**src/hdl/hldr_pkg.sv**
```systemverilog
// Shared types and constants for the header/length deframer ring.
// Used by every module under hdl; depends on nothing.
package hldr_pkg;

  localparam int SLOTS_DEF       = 8;
  localparam int FRAME_BYTES_DEF = 128;

  localparam int BYTE_W = 8;
  localparam int REQ_W  = 2;
  localparam int IDX_W  = 7;

  localparam logic [BYTE_W-1:0] HDR_RESET = 8'd42;

  localparam logic [REQ_W-1:0] REQ_BYTE    = 2'd0;
  localparam logic [REQ_W-1:0] REQ_READ    = 2'd1;
  localparam logic [REQ_W-1:0] REQ_RELEASE = 2'd2;

  // Per-word status carried from the parser to the output stage.
  typedef struct packed {
    logic             done;
    logic             dropped;
    logic             rvalid;
    logic [IDX_W-1:0] idx;
  } status_t;

endpackage

```
**src/hdl/hldr_outq.sv**
```systemverilog
// Read-data stage and output register with stall handling.
// Forms read_data and read_length from hldr_store results; depends on hldr_pkg.
module hldr_outq #(
  parameter int SLOTS = hldr_pkg::SLOTS_DEF
) (
  input  logic                            clk,
  input  logic                            rst_n,
  input  logic                            acc,
  input  hldr_pkg::status_t               st,
  input  logic [$clog2(SLOTS+1)-1:0]      count_nxt,
  input  logic [hldr_pkg::BYTE_W-1:0]     fs_q,
  input  logic [hldr_pkg::BYTE_W-1:0]     len_q,
  input  logic                            out_stall,
  output logic                            in_stall,
  output logic                            out_valid,
  output logic                            out_frame_done,
  output logic                            out_frame_dropped,
  output logic [$clog2(SLOTS+1)-1:0]      out_frames_waiting,
  output logic                            out_read_valid,
  output logic [hldr_pkg::BYTE_W-1:0]     out_read_data,
  output logic [hldr_pkg::BYTE_W-1:0]     out_read_length
);

  localparam int CNT_W = $clog2(SLOTS+1);

  logic                        p1_valid_r;
  hldr_pkg::status_t           p1_st_r;
  logic [CNT_W-1:0]            p1_cnt_r;
  logic                        p1_adv;
  logic                        out_free;
  logic [hldr_pkg::BYTE_W-1:0] rdata;
  logic [hldr_pkg::BYTE_W-1:0] rlen;

  logic                        out_valid_r;
  logic                        done_r, dropped_r, rvalid_r;
  logic [CNT_W-1:0]            cnt_r;
  logic [hldr_pkg::BYTE_W-1:0] rdata_r, rlen_r;

  assign out_free = !out_valid_r || !out_stall;
  assign p1_adv   = p1_valid_r && out_free;
  assign in_stall = p1_valid_r && !out_free;

  // Bytes past the stored length read as padding zeros.
  assign rdata = (p1_st_r.rvalid && ({1'b0, p1_st_r.idx} < len_q)) ? fs_q : '0;
  assign rlen  = (p1_cnt_r != '0) ? len_q : '0;

  always_ff @(posedge clk) begin
    if (!rst_n) begin
      p1_valid_r  <= 1'b0;
      out_valid_r <= 1'b0;
    end else begin
      if (acc) p1_valid_r <= 1'b1;
      else if (p1_adv) p1_valid_r <= 1'b0;
      if (p1_adv) out_valid_r <= 1'b1;
      else if (!out_stall) out_valid_r <= 1'b0;
    end
  end

  always_ff @(posedge clk) begin
    if (acc) begin
      p1_st_r  <= st;
      p1_cnt_r <= count_nxt;
    end
    if (p1_adv) begin
      done_r    <= p1_st_r.done;
      dropped_r <= p1_st_r.dropped;
      rvalid_r  <= p1_st_r.rvalid;
      cnt_r     <= p1_cnt_r;
      rdata_r   <= rdata;
      rlen_r    <= rlen;
    end
  end

  assign out_valid          = out_valid_r;
  assign out_frame_done     = done_r;
  assign out_frame_dropped  = dropped_r;
  assign out_frames_waiting = cnt_r;
  assign out_read_valid     = rvalid_r;
  assign out_read_data      = rdata_r;
  assign out_read_length    = rlen_r;

endmodule

```
**config.mk**
```make
export PLATFORM = sky130hd
export DESIGN_NAME = hldr_outq
export DESIGN_NICKNAME = d
export VERILOG_FILES = /design/src/hdl/hldr_pkg.sv /design/src/hdl/hldr_outq.sv
export SDC_FILE = /design/constraint.sdc
export NUM_CORES = 1
export LEC_CHECK = 0
export BUFFER_PORTS_ARGS = -buffer_cell sky130_fd_sc_hd__buf_2
export CORE_MARGIN = 2
export CORE_UTILIZATION = 31
export DETAILED_ROUTE_END_ITERATION = 6
export PLACE_DENSITY = 0.54
export SYNTH_ARGS = -nofsm -noshare
export SYNTH_HDL_FRONTEND = slang
export SYNTH_SLANG_ARGS = --single-unit
```
**constraint.sdc**
```tcl
create_clock -name clk -period 2.9 [get_ports clk]
set_input_delay 0.725 -clock clk [delete_from_list [all_inputs] [get_ports clk]]
set_output_delay 0.725 -clock clk [all_outputs]
set_load 0.02 [all_outputs]
```
Word level (Yosys, flattened, before mapping)

Index checks and enable logic that the tools add are counted.

Reduce and logical (&&, ||, !) cells: 9
Bitwise gates (word level): 0
Divide/modulo/power cells: 0
Multiplexer cells: 4
Multiply operators: 0
Add/subtract/negate cells: 0
Shift operators: 0
Magnitude comparators: 1
Equal/unequal tests: 1

Operators by type and width:

| operator           | number |
|---|---|
| $lt 7x8->1         | 1 |
| $mux 1             | 4 |
| $reduce_bool 4->1  | 1 |
| $logic_and 1x1->1  | 3 |
| $logic_not 1->1    | 3 |
| $ne 2x1->1 const B | 1 |
| $reduce_bool 2->1  | 1 |
| $logic_or 1x1->1   | 1 |

Register bits after elaboration: 39
Output and inout port bits: 25
Memory bits (read-only): 0
Memory bits (writable): 0
Input port bits: 34
Logic and storage cells: 28
Bits in latches: 0
Memories: 0

Logic depth before layout (Yosys ltp)

Gate-level depths: netlist of run 1.

Word-level depth: 5
Mapped depth: 6

Worst setup path before layout of run 1

OpenSTA, ideal clock, no wires.

Kind: in2reg
Start: input out_stall
End: register done_r, in the netlist out_frame_done, enable pin
Cell stages on the path: 1
Setup slack: 4 ps
Path buffers: 0
Required time: 2,462 ps
Data arrival time: 2,457 ps
Library setup time: 438 ps
Cell sequence: a21boi_0

Longest elaborated chain between the ends: 3

Ends and longest elaborated chain:

| what                   | line            | source |
|---|---|---|
| start: declaration     | hldr_outq.sv:13 | `input logic out_stall,` |
| $logic_not 1->1        | n/a             |  |
| $logic_or 1x1->1       | hldr_outq.sv:39 | `assign out_free = !out_valid_r \|\| !out_stall;` |
| $logic_and 1x1->1      | hldr_outq.sv:40 | `assign p1_adv = p1_valid_r && out_free;` |
| end signal: assignment | hldr_outq.sv:65 | `done_r <= p1_st_r.done;` |
| end: declaration       | hldr_outq.sv:35 | `logic done_r, dropped_r, rvalid_r;` |

Every way passes these cells.
A chain may end at the register's enable or synchronous reset.

Worst setup path in the final report of run 1

Start: input out_stall
End: output in_stall

Longest elaborated chain between the ends: 4

Ends and longest elaborated chain:

| what              | line            | source |
|---|---|---|
| $logic_not 1->1   | n/a             |  |
| $logic_or 1x1->1  | hldr_outq.sv:39 |  |
| $logic_not 1->1   | hldr_outq.sv:41 | `assign in_stall = p1_valid_r && !out_free;` |
| $logic_and 1x1->1 | hldr_outq.sv:41 |  |
| end: declaration  | hldr_outq.sv:14 | `output logic in_stall,` |

Every way passes these cells.

==> results.json, run 1 <==
{
  "crit_slowest_cell": "and3_1",
  "drt_iter0_drc": 21,
  "crit_path_max_fanout": 3,
  "syn_area_um2": 1540,
  "syn_inst": 94,
  "rsz0062_at_grt": "no",
  "drv_cap": 0,
  "die_x_um": 74.5,
  "hold_path.class": "register to register",
  "numCtsBuffers": 5,
  "cts_buffer_depth": 2,
  "status": "complete, no violations",
  "crit_buf_inv": 2,
  "grt.total_usage_pct": 11.1,
  "whs_ns": 0.423,
  "clkSinkCount": 39,
  "synth_top_area_cell": "edfxtp_1",
  "ctsHoldBuffers": 0,
  "gp_congestion": 0.724,
  "yosysTopAreaCellShare_pct": 72.0,
  "yosys_register_bits": 39,
  "ys_top_cells_by_area": "edfxtp_1 72%, ha_1 4.9%, o2111ai_1 4.5%",
  "cts_tree": "built",
  "start_util_pct": 32.4,
  "chipHeight_um": 74.5,
  "post_cts_buffers": 0,
  "cts_resized": 0,
  "grt_overflow": 0,
  "final_layout_size_suffix_gt1_share_pct": 45.6,
  "diodes": 0,
  "setup_viol": 0,
  "insertion_delay_ns": 0.29,
  "cts_root_buf": "clkbuf_8",
  "synth_nets": 134,
  "max_freq_mhz": 523,
  "antenna_found_initial": 0,
  "arrival_ns": 1.19,
  "dieArea_um2": 5560,
  "htreeDepth": 2,
  "routed_wl_um": 2910,
  "fin_crit_sh_pct": 65.9,
  "pin_count": 59,
  "clk_pin_slew_ns": 0.07,
  "detail-route-antenna-nets": 0,
  "tns_ns": 0,
  "vias_per_cell": 4.51,
  "rows": 25,
  "crit_path_start_kind": "input pin",
  "worst_setup_path_end_kind": "output port",
  "hold_viol_final": 0,
  "synthFlopType": "edfxtp_1",
  "cp_data_required_time_ns": 2.17,
  "yosys-top-cells-count": "37 x edfxtp_1, 9 x a21oi_1, 8 x o2111ai_1, 7 x nor2_1",
  "post-synth-top-count-cell": "edfxtp_1",
  "fin_skew_ns": 0.00841,
  "core-area_um2": 4750,
  "peakVddDrop_uv": 277,
  "async_flop_share_pct": 0,
  "grt_max_degree": 24,
  "hpwl_um": 2170,
  "worst_slew_pin_slew_ns": 0.546,
  "relSlewSlack_pct": 63.3,
  "timing.critical_path.mode_cell": "buf_2",
  "slew_viol_final": 0,
  "synth_edf_count": 37,
  "ys_types": 22,
  "drc": 0,
  "syn_avg_cell_area_um2": 16.4,
  "io_buffers": 58,
  "post-route-min-period_ns": 1.91,
  "nets": 197,
  "grt_pass1_vias": 993,
  "avgRoutedWirePerCell_um": 12.9,
  "path_delay_family": "buffers and inverters",
  "path_class": "input pin to output port",
  "vias": 1014,
  "p_per_area_nw_per_um2": 619,
  "leakagePower_uw": 0.000833,
  "ys_warn_count": 0,
  "areaGrowthSynthToFinish_pct": 31.0,
  "crit_chain": "buf_2 > and3_1 > buf_2",
  "max_stage_delay_ns": 0.19,
  "grt_pass1_wl_um": 4390,
  "yosysSeqAreaShare_pct": 74.6,
  "drtPass1Iterations": 4
}
## layer usage
metal / routed length (um) / global-route usage (%)
met4: 30 / 4.17
met1: 1150 / 11.7
met5: 0 / 0
met3: 304 / 4.88
met2: 1420 / 19.6
## final timing paths
| kind | to | cells past startpoint | slack, ns | from |
|---|---|---|---|---|
| hold / removal | out_frame_dropped | 0 | 0.42 | p1_st_r[8] |
| hold reg to reg | out_frame_dropped | 0 | 0.42 | p1_st_r[8] |
| setup reg to reg | out_read_data[6] | 4 | 1.30 | p1_st_r[2] |
| setup / recovery | in_stall | 3 | 0.99 | out_stall |
## worst register-to-register path: stages (launching register included)
cell and delay [ns]:
edfxtp_1 0.38, ha_1 0.30, nand2_1 0.05, o21ai_1 0.45, a21oi_1 0.17
## per-stage QoR
stage                     worst slack [ns]  instance area [um2]  utilization (%)  cells  power (uW)
after floorplan                    0.00435                 1540                -     94         765
after global placement               0.904                 1910             40.1    217         816
after detailed placement             0.829                 1910             40.1    217         821
after CTS                            0.991                 2020             42.5    225        1270
after global routing                 0.980                 2020             42.5    225        1300
final                                0.990                 2020             42.5    225        1250
## kinds of logic (layout without fill, tap and decap cells)
family	count (synthesis)	in the layout	synth area share [%]
AND/OR/NAND/NOR	18	18	7.95
AO/OA/AOI/OAI	22	22	9.81
buffers and inverters	9	73	2.76
flip-flops	39	39	74.6
adder cells (fa/ha/maj)	6	6	4.87
## final cells by class
class / instances / area [um2]
sequential: 39 / 1150
fill: 473 / 2730
tap: 67 / 83.8
multi-input combinational: 46 / 353
inverter: 6 / 22.5
timing repair buffer: 59 / 298
clock buffer: 5 / 68.8
clock inverter: 3 / 43.8
## layout by cell type (no fill, tap or decap)
cell	count
buf_2	58
edfxtp_1	37
a21oi_1	9
o2111ai_1	8
nor2_1	7
inv_1	6
ha_1	6
clkbuf_8	5
nor2b_1	4
nand2_1	2
dfxtp_1	2
a21boi_2	1
nand2b_4	1
nor3_4	1
a211oi_1	1
o21ai_1	1
a21oi_2	1
nand2b_1	1
nor4_4	1
and3_1	1
o21a_1	1
clkinv_4	1
bufinv_16	1
clkinv_2	1
buf_4	1
## power by group
part / total, uW / internal, uW / switching [uW] / leakage (uW)
Sequential: 673 / 658 / 14.6 / 0.000370
Clock: 444 / 256 / 188 / 0.0000581
Combinational: 133 / 50.8 / 82.4 / 0.000404
Total: 1250 / 965 / 285 / 0.000833
## flip-flops by register name, indices dropped and copies added, names as in the netlist
register            count
out_read_valid          1
out_read_data           8
out_read_length         8
p1_cnt_r                4
out_frames_waiting      4
out_frame_dropped       1
out_frame_done          1
p1_valid_r              1
p1_st_r                10
out_valid               1
Power figures use the tool's default switching activity.
==> run 2, diff against run 1 <==
Settings changed: PLACE_DENSITY 0.54 to 0.52.
Clock period 2.9 ns to 2 ns, I/O delays scaled along.
==> run 2 against run 1 <==
Worst hold slack got worse by 0.040 ns. Clock power grew 43%. Register-to-register slack got worse by 0.93 ns. First-iteration DRC count up 33%. Critical path depth increased by 1. Cell area is 0.25% lower. Sequential power up 45%. Critical path type is now register to register. Critical endpoint is now out_read_data[2]. Highest routed layer is now met3.
==> results.json, run 2 (synthesis gave the netlist of run 1 again) <==
{
  "slew_viol_final": 0,
  "die_x_um": 74.5,
  "pwr-share-comb_pct": 10.7,
  "hold_start": "st[6]",
  "start_util_pct": 32.4,
  "routed_wl_um": 2900,
  "seqPwrFrac_pct": 54.1,
  "drtPass1Iterations": 4,
  "p_per_area_nw_per_um2": 894,
  "final_common_cell": "buf_2",
  "leakagePower_uw": 0.000830,
  "grt.total_usage_pct": 11.2,
  "arrival_ns": 1.64,
  "fin_skew_ns": 0.00786,
  "numCtsBuffers": 5,
  "peakVddDrop_uv": 473,
  "rsz0062_at_grt": "no",
  "rows": 25,
  "clk_pin_slew_ns": 0.08,
  "core-area_um2": 4750,
  "layout.cells.non_filler": 225,
  "drt_iter0_drc": 28,
  "nets": 197,
  "avgRoutedWirePerCell_um": 12.9,
  "pin_count": 59,
  "htreeDepth": 2,
  "ctsHoldBuffers": 0,
  "grt_pass1_wl_um": 4460,
  "final_layout_size_suffix_gt1_share_pct": 44.9,
  "hpwl_um": 2090,
  "clkSinkCount": 39,
  "worst_setup_path_end_kind": "register",
  "cp-startpoint": "p1_st_r[2]",
  "hold_path.class": "input pin to register",
  "grt_overflow": 0,
  "power_frac_clock_pct": 35.1,
  "power.internal_uw": 1390,
  "status": "complete, no violations",
  "antenna_found_initial": 0,
  "p_switching_uw": 409,
  "vias_per_cell": 4.40,
  "chipHeight_um": 74.5,
  "tns_ns": 0,
  "netSwitchingFraction_pct": 22.7,
  "max_freq_mhz": 615,
  "drv_cap": 0,
  "drc": 0,
  "cts_tree": "built",
  "cts_root_buf": "clkbuf_8",
  "fin_crit_sh_pct": 81.3,
  "mostFrequentLayoutCells": "58 x buf_2, 37 x edfxtp_1, 9 x a21oi_1",
  "reg2reg_from": "p1_st_r[2]",
  "post-route-min-period_ns": 1.63,
  "cts_resized": 0,
  "vias": 989,
  "hold_viol_final": 0,
  "areaGrowthSynthToFinish_pct": 30.7,
  "gp_congestion": 0.719,
  "detail-route-antenna-nets": 0,
  "cp_data_required_time_ns": 2.01,
  "cts_buffer_depth": 2,
  "largest_reg_flops": 10,
  "insertion_delay_ns": 0.28,
  "largest_register": "p1_st_r",
  "fill_cells": 476,
  "setup_viol": 0,
  "path_class": "register to register",
  "dieArea_um2": 5560,
  "diodes": 0,
  "worst_slew_pin_slew_ns": 0.565,
  "io_buffers": 58,
  "grt_pass1_vias": 980,
  "grt_max_degree": 24,
  "dp_cells": 217,
  "post_cts_buffers": 0,
  "crit_path_max_fanout": 8,
  "relSlewSlack_pct": 62.1,
  "crit_path_start_kind": "register"
}
## run 2: through the flow
step / area, um2 / setup WS, ns / power (uW) / util [%] / hold WS, ns
6_report: 2020 / 0.374 / 1800 / 42.4 / 0.383
5_1_grt: 2020 / 0.214 / 1890 / 42.4 / 0.368
4_1_cts: 2020 / 0.383 / 1820 / 42.4 / 0.376
3_5_place_dp: 1910 / 0.131 / 1190 / 40.1 / 0.414
3_3_place_gp: 1910 / 0.204 / 1180 / 40.1 / 0.405
2_1_floorplan: 1550 / 0.357 / 1110 / - / 0.400
## run 2: worst max-delay path, cell delays in order, from the launching register on
cell	delay (ns)
edfxtp_1	0.37
ha_1	0.30
nand2_1	0.06
o21ai_1	0.47
a21oi_1	0.15
## run 2: path summary, 6_finish.rpt
kind	to	slack, ns	cells past startpoint
worst min-delay path	p1_st_r[6]	0.38	1
worst max register to register	out_read_data[2]	0.37	4
worst min register to register	out_frame_dropped	0.43	0
worst max-delay path	out_read_data[2]	0.37	4
## run 2: power by group through the flow
stage	logic [uW]	clock network, uW	registers, uW
detailed placement	196	0	994
global route	218	689	980
global placement	191	0	992
CTS	197	648	976
finish	193	633	976
floorplan	86.2	0	1020
## run 2: layer usage
metal,GRT usage (%),share of wire [%]
met4,3.57,0
met2,17.6,47
met1,14.4,44
met5,0,0
met3,4.47,9.0
## run 2: area by class of cell
| type | instances | area, um2 | share of cell area, % |
|---|---|---|---|
| Sequential cell | 39 | 1150 | 57.1 |
| Inverter | 6 | 22.5 | 1.12 |
| Timing Repair Buffer | 59 | 298 | 14.8 |
| Tap cell | 67 | 83.8 | 4.16 |
| Clock inverter | 3 | 38.8 | 1.92 |
| Clock buffer | 5 | 68.8 | 3.41 |
| Multi-Input combinational cell | 46 | 353 | 17.5 |
