$ cat src/hdl/hldr_pkg.sv
// Shared types and constants for the header/length deframer ring.
// Used by every module under hdl; depends on nothing.
package hldr_pkg;

  localparam int SLOTS_DEF       = 8;
  localparam int FRAME_BYTES_DEF = 128;

  localparam int BYTE_W = 8;
  localparam int REQ_W  = 2;
  localparam int IDX_W  = 7;

  localparam logic [BYTE_W-1:0] HDR_RESET = 8'd42;

  localparam logic [REQ_W-1:0] REQ_BYTE    = 2'd0;
  localparam logic [REQ_W-1:0] REQ_READ    = 2'd1;
  localparam logic [REQ_W-1:0] REQ_RELEASE = 2'd2;

  // Per-word status carried from the parser to the output stage.
  typedef struct packed {
    logic             done;
    logic             dropped;
    logic             rvalid;
    logic [IDX_W-1:0] idx;
  } status_t;

endpackage

$ cat src/hdl/hldr_parser.sv
// Byte parser and ring pointers: header hunt, length check, slot bookkeeping.
// Issues the writes and reads for hldr_store; depends on hldr_pkg.
module hldr_parser #(
  parameter int SLOTS       = hldr_pkg::SLOTS_DEF,
  parameter int FRAME_BYTES = hldr_pkg::FRAME_BYTES_DEF
) (
  input  logic                            clk,
  input  logic                            rst_n,
  input  logic                            acc,
  input  logic [hldr_pkg::REQ_W-1:0]      req,
  input  logic [hldr_pkg::BYTE_W-1:0]     rx,
  input  logic [hldr_pkg::IDX_W-1:0]      idx,
  input  logic                            cfg_we,
  input  logic [hldr_pkg::BYTE_W-1:0]     cfg_wdata,
  output logic                            fs_we,
  output logic [$clog2(SLOTS)+$clog2(FRAME_BYTES)-1:0] fs_waddr,
  output logic [hldr_pkg::BYTE_W-1:0]     fs_wdata,
  output logic [$clog2(SLOTS)+$clog2(FRAME_BYTES)-1:0] fs_raddr,
  output logic                            sl_we,
  output logic [$clog2(SLOTS)-1:0]        sl_waddr,
  output logic [hldr_pkg::BYTE_W-1:0]     sl_wdata,
  output logic [$clog2(SLOTS)-1:0]        sl_raddr,
  output hldr_pkg::status_t               st,
  output logic [$clog2(SLOTS+1)-1:0]      count_nxt
);

  localparam int SLOT_W = $clog2(SLOTS);
  localparam int OFS_W  = $clog2(FRAME_BYTES);
  localparam int CNT_W  = $clog2(SLOTS+1);
  localparam logic [hldr_pkg::BYTE_W-1:0] FB_MAX = hldr_pkg::BYTE_W'(FRAME_BYTES);

  localparam logic [2:0] PH_IDLE = 3'd0;
  localparam logic [2:0] PH_HDR1 = 3'd1;
  localparam logic [2:0] PH_HDR2 = 3'd2;
  localparam logic [2:0] PH_LEN  = 3'd3;
  localparam logic [2:0] PH_DATA = 3'd4;
  localparam logic [2:0] PH_SKIP = 3'd5;

  logic [2:0]                    phase_r, phase_nxt;
  logic [hldr_pkg::BYTE_W-1:0]   hdr_r;
  logic [hldr_pkg::BYTE_W-1:0]   exp_r, exp_nxt;
  logic [hldr_pkg::BYTE_W-1:0]   rcv_r, rcv_nxt;
  logic [hldr_pkg::BYTE_W-1:0]   rcv_inc;
  logic [SLOT_W-1:0]             wslot_r, wslot_nxt;
  logic [SLOT_W-1:0]             rslot_r, rslot_nxt;
  logic [CNT_W-1:0]              count_r;
  logic                          is_hdr;

  assign is_hdr  = (rx == hdr_r);
  assign rcv_inc = hldr_pkg::BYTE_W'(rcv_r + 1'b1);

  always_comb begin
    phase_nxt = phase_r;
    exp_nxt   = exp_r;
    rcv_nxt   = rcv_r;
    wslot_nxt = wslot_r;
    rslot_nxt = rslot_r;
    count_nxt = count_r;
    fs_we     = 1'b0;
    sl_we     = 1'b0;
    st.done    = 1'b0;
    st.dropped = 1'b0;
    st.rvalid  = 1'b0;
    st.idx     = idx;
    case (req)
      hldr_pkg::REQ_BYTE: begin
        unique case (phase_r)
          PH_IDLE: if (is_hdr) phase_nxt = PH_HDR1;
          PH_HDR1: phase_nxt = is_hdr ? PH_HDR2 : PH_IDLE;
          PH_HDR2: phase_nxt = is_hdr ? PH_LEN : PH_IDLE;
          PH_LEN: begin
            if (!is_hdr) begin
              if (rx == '0 || rx > FB_MAX) begin
                st.dropped = 1'b1;
                phase_nxt  = PH_IDLE;
              end else begin
                exp_nxt   = rx;
                rcv_nxt   = '0;
                phase_nxt = (count_r == CNT_W'(SLOTS)) ? PH_SKIP : PH_DATA;
              end
            end
          end
          PH_DATA: begin
            fs_we   = 1'b1;
            rcv_nxt = rcv_inc;
            if (rcv_inc == exp_r) begin
              sl_we     = 1'b1;
              wslot_nxt = (wslot_r == SLOT_W'(SLOTS-1)) ? '0 : SLOT_W'(wslot_r + 1'b1);
              count_nxt = CNT_W'(count_r + 1'b1);
              exp_nxt   = '0;
              rcv_nxt   = '0;
              st.done   = 1'b1;
              phase_nxt = PH_IDLE;
            end
          end
          PH_SKIP: begin
            rcv_nxt = rcv_inc;
            if (rcv_inc == exp_r) begin
              exp_nxt    = '0;
              rcv_nxt    = '0;
              st.dropped = 1'b1;
              phase_nxt  = PH_IDLE;
            end
          end
          default: phase_nxt = PH_IDLE;
        endcase
      end
      hldr_pkg::REQ_READ: st.rvalid = (count_r != '0);
      hldr_pkg::REQ_RELEASE: begin
        if (count_r != '0) begin
          rslot_nxt = (rslot_r == SLOT_W'(SLOTS-1)) ? '0 : SLOT_W'(rslot_r + 1'b1);
          count_nxt = CNT_W'(count_r - 1'b1);
        end
      end
      default: ;
    endcase
    fs_we = fs_we & acc;
    sl_we = sl_we & acc;
  end

  assign fs_waddr = {wslot_r, rcv_r[OFS_W-1:0]};
  assign fs_wdata = rx;
  assign fs_raddr = {rslot_r, OFS_W'(idx)};
  assign sl_waddr = wslot_r;
  assign sl_wdata = exp_r;
  assign sl_raddr = rslot_nxt;

  always_ff @(posedge clk) begin
    if (!rst_n) begin
      phase_r <= PH_IDLE;
      hdr_r   <= hldr_pkg::HDR_RESET;
      exp_r   <= '0;
      rcv_r   <= '0;
      wslot_r <= '0;
      rslot_r <= '0;
      count_r <= '0;
    end else begin
      if (cfg_we) hdr_r <= cfg_wdata;
      if (acc) begin
        phase_r <= phase_nxt;
        exp_r   <= exp_nxt;
        rcv_r   <= rcv_nxt;
        wslot_r <= wslot_nxt;
        rslot_r <= rslot_nxt;
        count_r <= count_nxt;
      end
    end
  end

endmodule

$ cat config.mk
export PLATFORM = sky130hd
export DESIGN_NAME = hldr_parser
export DESIGN_NICKNAME = d
export VERILOG_FILES = /design/src/hdl/hldr_pkg.sv /design/src/hdl/hldr_parser.sv
export SDC_FILE = /design/constraint.sdc
export NUM_CORES = 1
export LEC_CHECK = 0
export ABC_AREA = 1
export BUFFER_PORTS_ARGS = -buffer_cell sky130_fd_sc_hd__buf_2
export CORE_UTILIZATION = 55
export DETAILED_ROUTE_END_ITERATION = 10
export PLACE_DENSITY = 0.9
export SLEW_MARGIN = 5
export SYNTH_ARGS = -nofsm -noshare
export SYNTH_HDL_FRONTEND = slang
export SYNTH_SLANG_ARGS = --single-unit
$ cat constraint.sdc
create_clock -name clk -period 3.52 [get_ports clk]
set_input_delay 0.352 -clock clk [delete_from_list [all_inputs] [get_ports clk]]
set_output_delay 0.352 -clock clk [all_outputs]
set_load 0.1 [all_outputs]
* After elaboration in Yosys (flattened, before gate mapping) *
Index checks and enable logic that the tools add are counted.

word-level totals
  register bits = 37
  output and inout bits = 58
  word-level logic and storage cells = 76
  bits of input ports = 29

operators by class
  add/sub/neg operators = 5
  $lt $le $gt $ge = 1
  equal/unequal tests = 16
  reductions and logical operators = 11
  bitwise logic cells = 2
  muxes and demuxes = 34

operators with widths
  operator                                                                count
  8-bit 2-to-1 mux                                                        6
  8-bit case mux with 2 select lines                                      2
  3-bit 2-to-1 mux                                                        8
  8-bit equality test                                                     2
  3-bit case mux with 5 select lines                                      1
  3-bit equality test (second input constant)                             4
  4-bit 2-to-1 mux                                                        3
  5-bit AND reduction                                                     2
  1-bit 2-to-1 mux                                                        9
  8-bit by 1-bit adder with 8-bit output (second input constant)          1
  8-bit > comparator (second input constant)                              1
  8-bit zero test                                                         1
  4-bit case mux with 2 select lines                                      1
  3-bit by 1-bit adder with 3-bit output (second input constant)          2
  3-bit by 2-bit equality test with 1-bit output (second input constant)  2
  2-bit 2-to-1 mux                                                        3
  2-bit inequality test (second input constant)                           3
  6-bit AND reduction                                                     1
  4-bit by 1-bit adder with 4-bit output (second input constant)          1
  4-bit equality test (second input constant)                             1
  4-bit AND reduction                                                     1
  4-bit nonzero test                                                      1
  4-bit by 1-bit subtractor with 4-bit output (second input constant)     1
  3-bit by 1-bit equality test with 1-bit output (second input constant)  1
  other kinds (10)                                                        11

* Depth between registers and ports, before layout *
Gate-level depths: netlist (run 1).

  depth in word-level cells = 6
  depth in mapped cells = 15
  depth with buffers taken out = 15

* Least setup slack after synthesis (run 1) *
Ideal clock, no wire load.

  path kind = register to output
  start = register exp_r, in the netlist sl_wdata[6]
  end = output sl_we
  buffers on the path = 0
  data required time = 3.168 ns
  arrival = 4.557 ns
  setup slack = -1.389 ns
  cell stages (with the launch flop) = 7
  cells stage by stage = dfxtp_1 > inv_1 > nand3_1 > inv_1 > nor4_1 > nand3_1 > nor4_1

on the way
  cells in the longest elaborated chain, start to end = 5

RTL lines
  element                 line                RTL
  from (decl)             hldr_parser.sv:41   logic [hldr_pkg::BYTE_W-1:0] exp_r, exp_nxt;
  from (signal assigned)  hldr_parser.sv:141  exp_r <= exp_nxt;
  8-bit equality test     hldr_parser.sv:86   if (rcv_inc == exp_r) begin
  1-bit 2-to-1 mux        hldr_parser.sv:86
  1-bit 2-to-1 mux        hldr_parser.sv:67   unique case (phase_r)
  1-bit 2-to-1 mux        hldr_parser.sv:65   case (req)
  1-bit AND               hldr_parser.sv:118  sl_we = sl_we & acc;
  to (decl)               hldr_parser.sv:19   output logic sl_we,

No other way between the ends.

* Final worst setup path (run 1) *
  start = register rcv_r[0] (netlist name)
  end = output sl_we

on the way
  cells in the longest elaborated chain, start to end = 6

RTL lines
  element                                 line                RTL
  from (decl)                             hldr_parser.sv:42   logic [hldr_pkg::BYTE_W-1:0] rcv_r, rcv_nxt;
  from (signal assigned)                  hldr_parser.sv:142  rcv_r <= rcv_nxt;
  8-bit by 1-bit adder with 8-bit output  hldr_parser.sv:50   assign rcv_inc = hldr_pkg::BYTE_W'(rcv_r + 1'b1);
  8-bit equality test                     hldr_parser.sv:86
  1-bit 2-to-1 mux                        hldr_parser.sv:86
  1-bit 2-to-1 mux                        hldr_parser.sv:67
  1-bit 2-to-1 mux                        hldr_parser.sv:65
  1-bit AND                               hldr_parser.sv:118

No other way between the ends.

==> impl_metrics.yaml, run 1 <==
synthesis:
  avgSynthCellArea_um2: 6.891
  synth.top_cells.by_count: "nand2_1 (91), inv_1 (42), nand3_1 (38)"
  synthArstFlopShare_pct: 0
  synth_seq_cells: 37
  yosysWarningCount: 0
  yosys.area.top_type: "dfxtp_1"
  syn-num-nets: 439
  synthFlopType: "dfxtp_1"
  ys_top_cells_by_area: "dfxtp_1 (27%), nand2_1 (12%), buf_4 (8.7%)"
  synth_edf_count: 0
  synthesis.area_mm2: 0.002770
  yosysUniqueCellTypes: 38
  syn_inst: 402
  yosysTopAreaCellShare_pct: 26.74
  yosysSeqAreaShare_pct: 26.74
  yosysMostFrequentCell: "nand2_1"
routing:
  drtIter0Drc: 217
  drt_first_pass_iters: 4
  drc_errors: 0
  viasPerCell: 5.243
  drtAntennaViolNets: 0
  routed_wl_um: 6038
  wl_per_cell_um: 12.00
  vias: 2637
timing:
  slew_headroom_pct: 43.09
  report.final.slew_viol_count: 0
  fin_crit_sh_pct: 87.04
  fin_skew_ns: 0.009092
  fmax_ghz: 0.3264
  rsz0062_at_grt: "no"
  tns_ns: 0
  hold_viol: 0
  fin_crit_ns: 3.064
  setup_viol: 0
  tightest_slew_ns: 0.8528
clock_network:
  h-tree-depth: 2
  cts_tree: "built"
  cts_buffers: 5
  clock-sinks: 37
  clkLatencyLatePin_ns: 0.30
  cts_max_path_buffers: 2
  path_clk_slew_ns: 0.08
  ctsHoldBuffers: 0
  cts_root_buf: "clkbuf_8"
  cts_resized: 0
  postCtsSetupBuffers: 0
critical_path:
  crit_path_start_kind: "flip-flop"
  slowest_stage: "buf_2"
  cp_max_fo: 7
  critPathMostFrequentCell: "nand3_1"
  cp.arrival_ns: 2.71
  cp-end-kind: "output pin"
  required_ns: 3.17
  reg2reg_setup_slack_ns: 1.24
  path_cells: "ha_1 -> nand3_2 -> nor2_2 -> nand2_1 -> nand3_1 -> inv_1 -> nor4_1 -> nand3_1 -> nor4_2 -> buf_2"
  criticalPathCategory: "flip-flop to output pin"
  worst_path_largest_cell_delay_ns: 0.47
placement:
  gp_congestion: 0.8782
  portBuffers: 65
  detailed_place_hpwl_um: 4568
  dp_cells: 495
pwr:
  power_w: 0.001085
  vdd_drop_max_uv: 275.1
  clockPowerShare_pct: 35.6
  p_seq_share_pct: 40.7
  p_int_w: 0.0007153
  combPwrFrac_pct: 23.6
  p_sw_share_pct: 34.07
  leakagePower_nw: 1.465
  power-per-cell-area_mw_per_mm2: 358.2
  power.net_switching_w: 0.0003697
floorplan:
  die_area_mm2: 0.005325
  die_y_um: 72.97
  placementRows: 25
  die_w_um: 72.97
  core_mm2: 0.004786
  io-pin-count: 87
  initial_utilization_pct: 57.88
final_layout:
  utilization_pct: 63.29
  area_growth_pct: 9.350
  seq_area_um2: 740.7
  multi_input_comb_area_mm2: 0.001588
  drive_above_1_share_pct: 26.38
  n_fill_cell: 429
  fin_nets: 472
  antenna_cells: 0
  stdcell_count: 503
run_status:
  status: "complete, no violations"
global_routing:
  grt_pass1_vias: 2431
  globalRouteOverflowTotal: 0
  grt_pass1_wl_um: 10380
  grt_max_degree: 26
  antenna_found_initial: 0
  track_usage_pct: 24.64
job:
  drv_cap: 0
worst_hold_path:
  hold_class: "primary input to flip-flop"
critical path: cells and delay by family, from the launching register on:
| kind | cells | cell delay [ns] |
|---|---|---|
| simple gates | 7 | 1.08 |
| flops | 1 | 0.46 |
| fa+ha+maj | 1 | 0.33 |
| buf+inv | 2 | 0.55 |
placed cells by master (no fill, tap or decap), types with 2 or more instances in the layout:
master,count
inv_1,42
inv_2,2
o21ai_1,3
nor2_2,8
nor2_8,3
nand3_1,38
o21ai_0,14
o21bai_2,2
nand3_2,4
dfxtp_1,37
nand4_1,5
xnor2_1,9
a21oi_2,3
a21oi_1,25
clkbuf_8,6
nand2_4,3
a22oi_1,2
nand2_1,91
nor4_1,2
nor2_1,30
xor2_1,3
ha_1,8
nor3_1,5
nor2_4,5
buf_2,65
nand2_2,6
cells by family after synthesis:
family	Yosys count	synth area share, %
compound gates	55	11.97
xor+xnor	12	3.794
flops	37	26.74
simple gates	206	37.53
fa+ha+maj	8	3.614
buf+inv	84	16.35
registers in the layout, summed over array words and instances (netlist names):
name and cells:
count_r 4, hdr_r 8, phase_r 3, rcv_r 8, rslot_r 3, sl_waddr 3, sl_wdata 8
area by class of cell:
class                   count  area share [%]
multi-input cells         281           52.42
flip-flops and latches     37           24.45
clock inverters             2           1.239
well taps                  67           2.767
clock buffers               6           2.726
inverters                  45           5.659
repair buffers             65           10.74
path summary, 6_finish.rpt:
path,from,end,cells after the start
min reg2reg,hdr_r[1],hdr_r[1],2
min,cfg_wdata[5],hdr_r[5],3
max,rcv_r[0],sl_we,10
max reg2reg,rcv_r[0],count_r[2],14
routing by layer:
layer  track usage (%)  wire, um  share of wire (%)  vias up
met3             5.387       324                5.4       20
li1                  -         -                  -     1342
met4             9.804       172                2.8        0
met2             42.78      2920                 48       97
met5                 0         0                  0        -
met1             29.54      2621                 43     1178
power groups by stage:
stage          clock network (W)  registers, W  logic [W]
5_1_grt                 0.000413      0.000444   0.000275
6_report                0.000386      0.000442   0.000256
3_3_place_gp                   0      0.000451   0.000252
3_5_place_dp                   0      0.000452   0.000255
2_1_floorplan                  0      0.000466   0.000275
4_1_cts                 0.000396      0.000442   0.000257
metrics by stage:
step	hold slack [ns]	instance area, um2	setup slack, ns
after detailed placement	0.4696	2909	0.8405
final	0.2679	3029	0.4560
after global routing	0.2596	3029	0.3006
after global placement	0.4591	2909	0.9455
after floorplan	0.4462	2781	-0.2349
after CTS	0.2621	3029	0.4736
(Power assumes the default switching activity.)
==> run 2, diff against run 1 <==
MAX_ROUTING_LAYER = met4   (was not set)
==> run 2 against run 1 <==
Die area unchanged. Setup slack better by 0.072 ns. Total power down 8.2%. Sequential share of layout area up 0.27 points. Design area down 1.1%. Fmax up 2.4%. Hold slack better by 0.00052 ns. Non-clock buffer count unchanged. Clock power down 23%. Utilization down 0.68 points.
==> impl_metrics.yaml, run 2 (synthesis results as in run 1) <==
run_status:
  status: "complete, no violations"
clock_network:
  h-tree-depth: 2
  cts_buffers: 5
  postCtsSetupBuffers: 0
  cts_root_buf: "clkbuf_8"
  ctsHoldBuffers: 0
  path_clk_slew_ns: 0.08
  clkLatencyLatePin_ns: 0.30
  cts_resized: 0
  clock-sinks: 37
  cts_tree: "built"
  cts_max_path_buffers: 2
pwr:
  p_int_w: 0.0006245
  combPwrFrac_pct: 25.7
  power.net_switching_w: 0.0003716
  power-per-cell-area_mw_per_mm2: 332.4
  vdd_drop_max_uv: 267.5
  p_sw_share_pct: 37.31
  leakagePower_nw: 1.445
  p_seq_share_pct: 44.4
  clockPowerShare_pct: 29.9
final_layout:
  n_fill_cell: 441
  fin_nets: 472
  final_common_cell: "nand2_1"
  drive_above_1_share_pct: 26.15
  area_growth_pct: 8.175
  antenna_cells: 0
  seq_area_um2: 740.7
  final_cell_mix: "nand2_1 (91), buf_2 (65), inv_1 (42)"
  multi_input_comb_area_mm2: 0.001588
  utilization_pct: 62.61
timing:
  fin_ws_ns: 0.5283
  setup_viol: 0
  slew_headroom_pct: 41.23
  hold_viol: 0
  report.final.slew_viol_count: 0
  fin_crit_ns: 2.992
  fin_skew_ns: 0.01163
  fmax_ghz: 0.3343
  rsz0062_at_grt: "no"
  fin_crit_sh_pct: 84.99
  tightest_slew_ns: 0.8806
floorplan:
  die_y_um: 72.97
  placementRows: 25
  io-pin-count: 87
  core_mm2: 0.004786
  die_w_um: 72.97
  die_area_mm2: 0.005325
  initial_utilization_pct: 57.88
routing:
  routed_wl_um: 5994
  viasPerCell: 5.223
  vias: 2627
  drc_errors: 0
  wl_per_cell_um: 11.92
  drtAntennaViolNets: 0
  drtIter0Drc: 163
  drt_first_pass_iters: 4
worst_hold_path:
  holdPathStages: 3
  hold_class: "primary input to flip-flop"
global_routing:
  track_usage_pct: 24.69
  grt_pass1_wl_um: 10010
  globalRouteOverflowTotal: 0
  antenna_found_initial: 0
  grt_pass1_vias: 2339
  grt_max_degree: 26
placement:
  pre_cts_ws_ns: 0.8759
  portBuffers: 65
  gp_congestion: 0.8789
  detailed_place_hpwl_um: 4600
critical_path:
  reg2reg_setup_slack_ns: 1.26
  cp.arrival_ns: 2.64
  slowest_stage: "dfxtp_1"
  worst_path_largest_cell_delay_ns: 0.46
  criticalPathCategory: "flip-flop to output pin"
  crit_path_start_kind: "flip-flop"
  r2r-start: "rcv_r[0]"
  path_cells: "ha_1 -> nor2_1 -> nor2_2 -> nand2_1 -> nand2_1 -> nand3_1 -> nor4_1 -> nand3_1 -> nor4_2 -> buf_2"
  required_ns: 3.17
  setup.worst_path.end: "sl_we"
  cp-end-kind: "output pin"
  r2r.worst_path.cells: 14
  cp_max_fo: 7
  timing.rr.end: "count_r[3]"
  critPathLaunch: "rcv_r[0]"
job:
  drv_cap: 0
## run 2: metrics by stage
stage / power (W) / setup TNS (ns) / hold WS (ns) / cells / area (um2)
2_1_floorplan: 0.0007405 / -0.2349 / 0.4462 / 402 / 2781
3_3_place_gp: 0.0007035 / 0 / 0.4593 / 495 / 2909
3_5_place_dp: 0.0007065 / 0 / 0.4721 / 495 / 2909
4_1_cts: 0.001004 / 0 / 0.2661 / 503 / 2997
5_1_grt: 0.001035 / 0 / 0.2678 / 503 / 2997
6_report: 0.0009961 / 0 / 0.2685 / 503 / 2997
## run 2: worst min-delay path by stage
stage,end,startpoint,slack (ns)
2_1_floorplan,rslot_r[0],acc,0.45
3_3_place_gp,hdr_r[5],hdr_r[5],0.46
3_5_place_dp,hdr_r[1],hdr_r[1],0.47
4_1_cts,hdr_r[1],cfg_wdata[1],0.27
5_1_grt,hdr_r[3],cfg_wdata[3],0.27
6_report,hdr_r[1],cfg_wdata[1],0.27
## run 2: area by class of cell
type                       instances  share of cell area [%]
clock buffer                       6                   2.422
timing repair buffer              65                   10.86
inverter                          45                   5.720
clock inverter                     2                  0.5010
sequential                        37                   24.72
tap                               67                   2.797
multi-input combinational        281                   52.99
## run 2: worst max-delay path: cells and delay by family (launching register included)
kind | cells | cell delay, ns
AND/OR/NAND/NOR | 8 | 1.10
flip-flops | 1 | 0.46
buffers and inverters | 1 | 0.46
adder cells (fa/ha/maj) | 1 | 0.32
## run 2: power groups by stage
| stage | Clock (W) | Combinational [W] | Sequential, W |
|---|---|---|---|
| 6_report | 0.000298 | 0.000256 | 0.000443 |
| 5_1_grt | 0.000319 | 0.000272 | 0.000444 |
| 4_1_cts | 0.000306 | 0.000256 | 0.000442 |
| 3_5_place_dp | 0 | 0.000255 | 0.000452 |
| 3_3_place_gp | 0 | 0.000252 | 0.000451 |
| 2_1_floorplan | 0 | 0.000275 | 0.000466 |
## run 2: layer usage
layer | global-route usage [%] | vias up | wire length, um
met3 | 4.696 | 9 | 384
met2 | 41.64 | 89 | 2982
met1 | 29.04 | 1194 | 2515
met5 | - | - | 0
met4 | 9.586 | 0 | 110
li1 | - | 1335 | -
